File: config.mk
export PLATFORM = sky130hd
export DESIGN_NAME = lru_segment_budget_evictor
export DESIGN_NICKNAME = d
export VERILOG_FILES = /design/src/design/lsbe_pkg.sv /design/src/design/lru_segment_budget_evictor.sv
export SDC_FILE = /design/constraint.sdc
export NUM_CORES = 2
export LEC_CHECK = 0
export BUFFER_PORTS_ARGS = -buffer_cell sky130_fd_sc_hd__clkbuf_2
export CAP_MARGIN = 10
export CORE_MARGIN = 2
export CORE_UTILIZATION = 45
export CTS_CLUSTER_DIAMETER = 200
export DETAILED_ROUTE_END_ITERATION = 8
export PLACE_DENSITY = 0.72
export RECOVER_POWER = 50
export SLEW_MARGIN = 20
export SYNTH_ARGS = -nofsm -noshare
export SYNTH_HDL_FRONTEND = slang
export SYNTH_SLANG_ARGS = --single-unit
File: constraint.sdc
create_clock -name clk -period 10.3 [get_ports clk]
set_input_delay 0.515 -clock clk [delete_from_list [all_inputs] [get_ports clk]]
set_output_delay 0.515 -clock clk [all_outputs]
set_load 0.005 [all_outputs]
File: src/design/lsbe_pkg.sv
package lsbe_pkg;

  localparam int SLOT_W  = 4;
  localparam int SIZE_W  = 40;
  localparam int TOTAL_W = 48;
  localparam int STAMP_W = 32;

  localparam int ENTRIES_DEFAULT = 16;

  localparam logic [STAMP_W-1:0] STAMP_RESET = 32'h0000_0100;
  localparam logic [TOTAL_W-1:0] MIN_BUDGET  = 48'h0000_4000_0000;

  typedef enum logic [2:0] {
    REQ_INSERT = 3'd0,
    REQ_UNMAP  = 3'd1,
    REQ_LOCK   = 3'd2,
    REQ_UNLOCK = 3'd3,
    REQ_TOUCH  = 3'd4,
    REQ_TRIM   = 3'd5
  } req_t;

  typedef enum logic [1:0] {
    STS_OK       = 2'd0,
    STS_ALL_LOCK = 2'd1,
    STS_BAD_SLOT = 2'd2
  } status_t;

  typedef enum logic [2:0] {
    ST_IDLE,
    ST_DISPATCH,
    ST_SINGLE,
    ST_SCAN,
    ST_DECIDE,
    ST_PLACE
  } state_t;

endpackage

File: src/design/lru_segment_budget_evictor.sv
// Channel  | handshake                | payload
// ---------+--------------------------+---------------------------------------------
// in       | in_valid / in_stall      | req_type, slot, seg_size
// out      | out_valid / out_stall    | evicted, victim_slot, victim_size, new_slot,
//          |                          | status, total_size, last
// cfg      | max_total_we             | max_total_wdata
//
// Unmap, lock, unlock and touch pass through ST_DISPATCH and ST_SINGLE before the next
// acceptance, unknown requests through ST_DISPATCH only. Insert and trim scan the entry
// memory once per eviction decision (ST_SCAN, then ST_DECIDE), and each eviction rescans;
// a full table that evicts for placement also passes through ST_PLACE.
// in_stall is high while a request is in work; a held result (out_stall) keeps it high longer.
// Reset is synchronous, clears the table, the total and the budget, and sets the stamp counter to STAMP_RESET.
module lru_segment_budget_evictor #(
  parameter int ENTRIES = lsbe_pkg::ENTRIES_DEFAULT
) (
  input  logic                          clk,
  input  logic                          rst,
  input  logic                          in_valid,
  output logic                          in_stall,
  input  logic [2:0]                    req_type,
  input  logic [lsbe_pkg::SLOT_W-1:0]   slot,
  input  logic [lsbe_pkg::SIZE_W-1:0]   seg_size,
  output logic                          out_valid,
  input  logic                          out_stall,
  output logic                          evicted,
  output logic [lsbe_pkg::SLOT_W-1:0]   victim_slot,
  output logic [lsbe_pkg::SIZE_W-1:0]   victim_size,
  output logic [lsbe_pkg::SLOT_W-1:0]   new_slot,
  output logic [1:0]                    status,
  output logic [lsbe_pkg::TOTAL_W-1:0]  total_size,
  output logic                          last,
  input  logic                          max_total_we,
  input  logic [lsbe_pkg::TOTAL_W-1:0]  max_total_wdata
);
  import lsbe_pkg::*;

  localparam int IDX_W = $clog2(ENTRIES);
  localparam logic [IDX_W-1:0] LAST_IDX = IDX_W'(ENTRIES - 1);

  // table storage
  logic [STAMP_W-1:0] stamp_mem [ENTRIES];
  logic [SIZE_W-1:0]  bytes_mem [ENTRIES];
  logic [STAMP_W-1:0] rd_stamp;
  logic [SIZE_W-1:0]  rd_bytes;
  logic [IDX_W-1:0]   rd_addr;
  logic [IDX_W-1:0]   wr_addr;
  logic               wr_stamp_en;
  logic               wr_bytes_en;
  logic [STAMP_W-1:0] wr_stamp;

  state_t state, state_next;
  req_t   req_q;
  logic [SLOT_W-1:0] slot_q;
  logic [SIZE_W-1:0] size_q;
  logic [IDX_W-1:0]  slot_idx;
  logic              slot_ok;

  logic [ENTRIES-1:0] valid, valid_next;
  logic [ENTRIES-1:0] locked, locked_next;
  logic [STAMP_W-1:0] stamp_ctr, stamp_ctr_next;
  logic [TOTAL_W-1:0] total, total_next;
  logic [TOTAL_W-1:0] budget;

  // scan
  logic [IDX_W-1:0]   cnt, cnt_next;
  logic               issue, issue_next;
  logic               pend, pend_next;
  logic [IDX_W-1:0]   pend_idx, pend_idx_next;
  logic               lru_found, lru_found_next;
  logic [IDX_W-1:0]   lru_idx, lru_idx_next;
  logic [STAMP_W-1:0] lru_stamp, lru_stamp_next;
  logic [SIZE_W-1:0]  lru_bytes, lru_bytes_next;
  logic               free_found, free_found_next;
  logic [IDX_W-1:0]   free_idx, free_idx_next;

  logic [SIZE_W-1:0]  add_size;
  logic               over_budget;

  // result
  logic               emit;
  logic               e_evicted;
  logic [SLOT_W-1:0]  e_vslot;
  logic [SIZE_W-1:0]  e_vsize;
  logic [SLOT_W-1:0]  e_nslot;
  status_t            e_status;
  logic               e_last;
  logic               can_emit;
  logic               out_valid_next;
  status_t            status_q;

  assign in_stall = (state != ST_IDLE);
  assign can_emit = !out_valid || !out_stall;
  assign slot_idx = IDX_W'(slot_q);
  assign slot_ok  = (int'(slot_q) < ENTRIES) && valid[slot_idx];
  assign rd_addr  = (state == ST_SCAN) ? cnt : slot_idx;
  assign add_size = (req_q == REQ_INSERT) ? size_q : '0;
  assign over_budget = (budget != '0) &&
      (({1'b0, total} + (TOTAL_W + 1)'(add_size)) > {1'b0, budget});
  assign status = status_q;

  always_ff @(posedge clk) begin
    rd_stamp <= stamp_mem[rd_addr];
    rd_bytes <= bytes_mem[rd_addr];
    if (wr_stamp_en) begin
      stamp_mem[wr_addr] <= wr_stamp;
    end
    if (wr_bytes_en) begin
      bytes_mem[wr_addr] <= size_q;
    end
  end

  always_ff @(posedge clk) begin
    if (rst) begin
      state     <= ST_IDLE;
      valid     <= '0;
      locked    <= '0;
      stamp_ctr <= STAMP_RESET;
      total     <= '0;
      budget    <= '0;
      issue     <= 1'b0;
      pend      <= 1'b0;
      out_valid <= 1'b0;
    end else begin
      state     <= state_next;
      valid     <= valid_next;
      locked    <= locked_next;
      stamp_ctr <= stamp_ctr_next;
      total     <= total_next;
      issue     <= issue_next;
      pend      <= pend_next;
      out_valid <= out_valid_next;
      if (max_total_we) begin
        budget <= (max_total_wdata != '0 && max_total_wdata < MIN_BUDGET) ?
                  MIN_BUDGET : max_total_wdata;
      end
    end
  end

  always_ff @(posedge clk) begin
    cnt        <= cnt_next;
    pend_idx   <= pend_idx_next;
    lru_found  <= lru_found_next;
    lru_idx    <= lru_idx_next;
    lru_stamp  <= lru_stamp_next;
    lru_bytes  <= lru_bytes_next;
    free_found <= free_found_next;
    free_idx   <= free_idx_next;
    if (state == ST_IDLE && in_valid) begin
      req_q  <= req_t'(req_type);
      slot_q <= slot;
      size_q <= seg_size;
    end
    if (emit) begin
      evicted     <= e_evicted;
      victim_slot <= e_vslot;
      victim_size <= e_vsize;
      new_slot    <= e_nslot;
      status_q    <= e_status;
      total_size  <= total_next;
      last        <= e_last;
    end
  end

  always_comb begin
    state_next      = state;
    valid_next      = valid;
    locked_next     = locked;
    stamp_ctr_next  = stamp_ctr;
    total_next      = total;
    cnt_next        = cnt;
    issue_next      = issue;
    pend_next       = pend;
    pend_idx_next   = pend_idx;
    lru_found_next  = lru_found;
    lru_idx_next    = lru_idx;
    lru_stamp_next  = lru_stamp;
    lru_bytes_next  = lru_bytes;
    free_found_next = free_found;
    free_idx_next   = free_idx;
    wr_addr         = slot_idx;
    wr_stamp_en     = 1'b0;
    wr_bytes_en     = 1'b0;
    wr_stamp        = stamp_ctr + 1'b1;
    emit            = 1'b0;
    e_evicted       = 1'b0;
    e_vslot         = '0;
    e_vsize         = '0;
    e_nslot         = '0;
    e_status        = STS_OK;
    e_last          = 1'b1;

    case (state)
      ST_IDLE: begin
        if (in_valid) begin
          state_next = ST_DISPATCH;
        end
      end

      ST_DISPATCH: begin
        case (req_q)
          REQ_INSERT, REQ_TRIM: begin
            state_next      = ST_SCAN;
            cnt_next        = '0;
            issue_next      = 1'b1;
            pend_next       = 1'b0;
            lru_found_next  = 1'b0;
            free_found_next = 1'b0;
          end
          REQ_UNMAP, REQ_LOCK, REQ_UNLOCK, REQ_TOUCH: begin
            state_next = ST_SINGLE;
          end
          default: begin
            if (can_emit) begin
              emit       = 1'b1;
              state_next = ST_IDLE;
            end
          end
        endcase
      end

      ST_SINGLE: begin
        if (can_emit) begin
          emit       = 1'b1;
          state_next = ST_IDLE;
          if (!slot_ok) begin
            e_status = STS_BAD_SLOT;
          end else begin
            case (req_q)
              REQ_UNMAP: begin
                e_vslot               = slot_q;
                e_vsize               = rd_bytes;
                valid_next[slot_idx]  = 1'b0;
                locked_next[slot_idx] = 1'b0;
                total_next            = total - TOTAL_W'(rd_bytes);
              end
              REQ_LOCK:   locked_next[slot_idx] = 1'b1;
              REQ_UNLOCK: locked_next[slot_idx] = 1'b0;
              REQ_TOUCH: begin
                stamp_ctr_next = stamp_ctr + 1'b1;
                wr_stamp_en    = 1'b1;
              end
              default: ;
            endcase
          end
        end
      end

      ST_SCAN: begin
        if (issue) begin
          pend_next     = 1'b1;
          pend_idx_next = cnt;
          if (cnt == LAST_IDX) begin
            issue_next = 1'b0;
          end else begin
            cnt_next = cnt + 1'b1;
          end
        end else begin
          pend_next = 1'b0;
        end
        if (pend) begin
          if (valid[pend_idx] && !locked[pend_idx] &&
              (!lru_found || rd_stamp < lru_stamp)) begin
            lru_found_next = 1'b1;
            lru_idx_next   = pend_idx;
            lru_stamp_next = rd_stamp;
            lru_bytes_next = rd_bytes;
          end
          if (!valid[pend_idx] && !free_found) begin
            free_found_next = 1'b1;
            free_idx_next   = pend_idx;
          end
          if (pend_idx == LAST_IDX) begin
            state_next = ST_DECIDE;
          end
        end
      end

      ST_DECIDE: begin
        if (can_emit) begin
          emit = 1'b1;
          if (over_budget && lru_found) begin
            // evict and rescan
            e_evicted            = 1'b1;
            e_last               = 1'b0;
            e_vslot              = SLOT_W'(lru_idx);
            e_vsize              = lru_bytes;
            valid_next[lru_idx]  = 1'b0;
            locked_next[lru_idx] = 1'b0;
            total_next           = total - TOTAL_W'(lru_bytes);
            state_next           = ST_SCAN;
            cnt_next             = '0;
            issue_next           = 1'b1;
            pend_next            = 1'b0;
            lru_found_next       = 1'b0;
            free_found_next      = 1'b0;
          end else if (req_q == REQ_TRIM) begin
            state_next = ST_IDLE;
          end else if (free_found) begin
            e_nslot               = SLOT_W'(free_idx);
            wr_addr               = free_idx;
            wr_stamp_en           = 1'b1;
            wr_bytes_en           = 1'b1;
            stamp_ctr_next        = stamp_ctr + 1'b1;
            valid_next[free_idx]  = 1'b1;
            locked_next[free_idx] = 1'b0;
            total_next            = total + TOTAL_W'(size_q);
            state_next            = ST_IDLE;
          end else if (lru_found) begin
            // table full: evict one more, then place there
            e_evicted            = 1'b1;
            e_last               = 1'b0;
            e_vslot              = SLOT_W'(lru_idx);
            e_vsize              = lru_bytes;
            valid_next[lru_idx]  = 1'b0;
            locked_next[lru_idx] = 1'b0;
            total_next           = total - TOTAL_W'(lru_bytes);
            state_next           = ST_PLACE;
          end else begin
            e_status   = STS_ALL_LOCK;
            state_next = ST_IDLE;
          end
        end
      end

      ST_PLACE: begin
        if (can_emit) begin
          emit                 = 1'b1;
          e_nslot              = SLOT_W'(lru_idx);
          wr_addr              = lru_idx;
          wr_stamp_en          = 1'b1;
          wr_bytes_en          = 1'b1;
          stamp_ctr_next       = stamp_ctr + 1'b1;
          valid_next[lru_idx]  = 1'b1;
          locked_next[lru_idx] = 1'b0;
          total_next           = total + TOTAL_W'(size_q);
          state_next           = ST_IDLE;
        end
      end

      default: state_next = ST_IDLE;
    endcase

    if (emit) begin
      out_valid_next = 1'b1;
    end else if (!out_stall) begin
      out_valid_next = 1'b0;
    end else begin
      out_valid_next = out_valid;
    end
  end

endmodule
==> metrics.cfg <==
[layout]
fillerInstances = 13900
syn_to_final_growth_pct = 13.2
layout.cells.non_filler = 8324
drive_gt1_share_pct = 14.0
final_util_pct = 51.1
layout.nets = 6311

[timing]
tightest_slew_ns = 4.13
drv_slew = 450
fin_tns_setup_ns = 0
fin_crit_sh_pct = 90.9
max_freq_ghz = 0.107
fin_skew_ns = 0.0377
finalSetupViolations = 0
rsz0062_at_grt = false
relSlewSlack_pct = -175
hold_violations = 0
post-route-min-period_ns = 9.36

[worst_setup_path]
cp_max_fo = 39
critPathSlowestCell = nor2_4
cp-startpoint = req_q[1]
end_kind = flop
critPathKind = reg -> reg
worstPathRequired_ns = 10.83
startpoint_type = flop
cp_slowest_stage_delay_ns = 0.85
crit_arrival_ns = 9.89
rrSetupSlack_ns = 0.94
reg2reg_from = req_q[1]

[die]
die_h_um = 415
rows = 151
io_pins = 202
die_area_um2 = 173000
dieWidth_um = 415
core_um2 = 169000
start_util_pct = 45.2

[cts]
cts_max_level = 4
root_buffer = clkbuf_16
cts_buffer_depth = 3
postCtsSetupBuffers = 0
numCtsBuffers = 161
ctsResizeCount = 0
clk_latency_ns = 0.84
clock_sinks = 1627
path_clk_slew_ns = 0.06
cts_tree = done
cts_hold_buf = 94

[grt]
grt_pass1_vias = 51400
grt_overflow = 0
grt_pass1_wl_um = 348000
grt_start_max_net_pins = 145
antenna_found_initial = 22
grt_use_total_pct = 27.3

[flow_run]
maxCapViolCount = 15

[detailed_routing]
wl_per_cell_um = 28.9
drc_errors = 0
vias = 52600
routed_wl_um = 241000
ant_nets = 0
first_pass_iters = 9
post_drt_via_cell_ratio = 6.32
drtIter0Drc = 7142

[yosys]
ys_ff_latch = 1627
yosys_warnings = 0
synth-edff-count = 1389
synth_nets = 6020
ys_async_sr_fraction_pct = 0
synth_ff_type = edfxtp_1
synth_cell_types = 108
synthesis.area_um2 = 76200
synthCells = 5675
synth.avg_cell_area_um2 = 13.4
yosysSeqAreaShare_pct = 61.0

[power_and_ir_drop]
ir_drop_mv = 0.199
p_per_area_nw_per_um2 = 177
power.leakage_nw = 30.4

[place]
portBuffers = 201
placed_cells = 7927
dp_hpwl_um = 162000
gp_congestion = 1.00

[worst_hold_path]
min_from = max_total_wdata[28]
hold_path.class = in -> reg

[status]
status = complete, but fails checks
violations = capacitance limit, slew limit

## flip-flops by register name, summed over array words and instances, names as in the netlist, 4 cells and up, named ones only
signal / count
size_q: 40
valid: 16
lru_idx: 4
stamp_ctr: 32
new_slot: 4
bytes_mem: 640
stamp_mem: 512
rd_bytes: 40
victim_size: 40
total_size: 48
pend_idx: 4
rd_stamp: 32
cnt: 4
victim_slot: 4
budget: 48
free_idx: 4
lru_stamp: 32
total: 48
slot_idx: 4
lru_bytes: 40
## final timing paths
check,depth (start not counted),to
max,27,bytes_mem[15][20]
min,3,budget[28]
max reg2reg,27,bytes_mem[15][20]
min reg2reg,0,lru_stamp[24]
## per-stage QoR
| step | power (mW) | setup WS [ns] | area [um^2] | hold slack [ns] |
|---|---|---|---|---|
| floorplan | 8.66 | 1.95 | 76200 | 0.400 |
| global placement | 9.39 | 1.30 | 80200 | 0.405 |
| detailed placement | 9.41 | 1.03 | 80200 | 0.418 |
| CTS | 15.3 | 0.993 | 86500 | 0.00192 |
| global route | 15.6 | 0.505 | 86200 | 0.0293 |
| finish | 15.2 | 0.940 | 86200 | 0.0355 |
## where the power goes
group / internal [mW] / switching [mW]
sequential: 7.31 / 0.174
combinational: 0.646 / 1.22
clock: 3.32 / 2.59
total: 11.3 / 3.97
## cell usage in the layout, fill, tap and decap left out, types with 39 or more instances in the layout
| master | n |
|---|---|
| nand4_1 | 57 |
| a211oi_1 | 113 |
| o211ai_1 | 40 |
| nor2b_1 | 47 |
| xor2_1 | 57 |
| inv_1 | 221 |
| mux4_2 | 303 |
| buf_4 | 100 |
| clkbuf_16 | 165 |
| dlygate4sd3_1 | 94 |
| o21ai_0 | 206 |
| and2_1 | 154 |
| a2bb2oi_1 | 39 |
| edfxtp_1 | 1389 |
| a21o_1 | 67 |
| clkbuf_1 | 168 |
| o22ai_1 | 79 |
| clkbuf_2 | 112 |
| nor2_1 | 318 |
| nor3_1 | 85 |
| dfxtp_1 | 238 |
| nand2_1 | 413 |
| a31oi_1 | 129 |
| o21ai_1 | 41 |
| a21oi_1 | 301 |
| ha_1 | 241 |
| nand2b_1 | 45 |
| xnor2_1 | 143 |
| nand3_1 | 87 |
| and3_1 | 40 |
## layer usage
metal	track usage [%]	share of wire [%]	vias up
met1	36.1	38	26200
li1	-	-	22600
met3	6.02	10	608
met4	13.4	5.6	18
met2	42.7	46	3206
met5	0	0.049	-
## cell usage after synthesis, types with 53 or more instances
master    count  area share, %
ha_1        241            4.0
xnor2_1     143            1.6
o22ai_1      79           0.65
and2_1      156            1.3
nor2_1      353            1.7
nand4_1      57           0.47
a21oi_1     302            2.0
a211oi_1    113            1.1
a21o_1       67           0.66
xor2_1       61           0.70
inv_1       221            1.1
a31oi_1     129            1.1
nand2_1     416            2.0
mux4_2      303            9.0
buf_2        53           0.35
nand3_1      87           0.57
o21ai_0     206            1.4
edfxtp_1   1389             55
dfxtp_1     238            6.3
clkbuf_1    222            1.1
nor3_1       86           0.56
## worst max-delay path, delay by kind of cell, from the launching register on
| family | cells | cell delay [ns] |
|---|---|---|
| adders and majority gates | 2 | 0.48 |
| and+or+nand+nor | 9 | 3.39 |
| AOI/OAI and AO/OA | 13 | 3.71 |
| buffers and inverters | 2 | 0.76 |
| xor gates and xnor gates | 1 | 0.18 |
| DFF | 1 | 0.49 |
## cells by family after synthesis
logic type / synth area share [%]
flops: 61.0
xor+xnor: 2.35
simple gates: 8.80
mux: 9.37
compound gates: 11.7
fa+ha+maj: 4.06
buf+inv: 2.76
## area by class of cell
type | instances | area (um^2) | area share, %
Inverter | 225 | 845 | 0.979
Clock inverter | 73 | 787 | 0.913
Clock buffer | 224 | 4510 | 5.23
Tap cell | 2218 | 2780 | 3.22
Multi-Input combinational cell | 3515 | 28000 | 32.5
Sequential cell | 1627 | 46500 | 53.9
Timing Repair Buffer | 436 | 2820 | 3.27
Antenna cell | 6 | 15.0 | 0.0174
(Power assumes the default switching activity.)
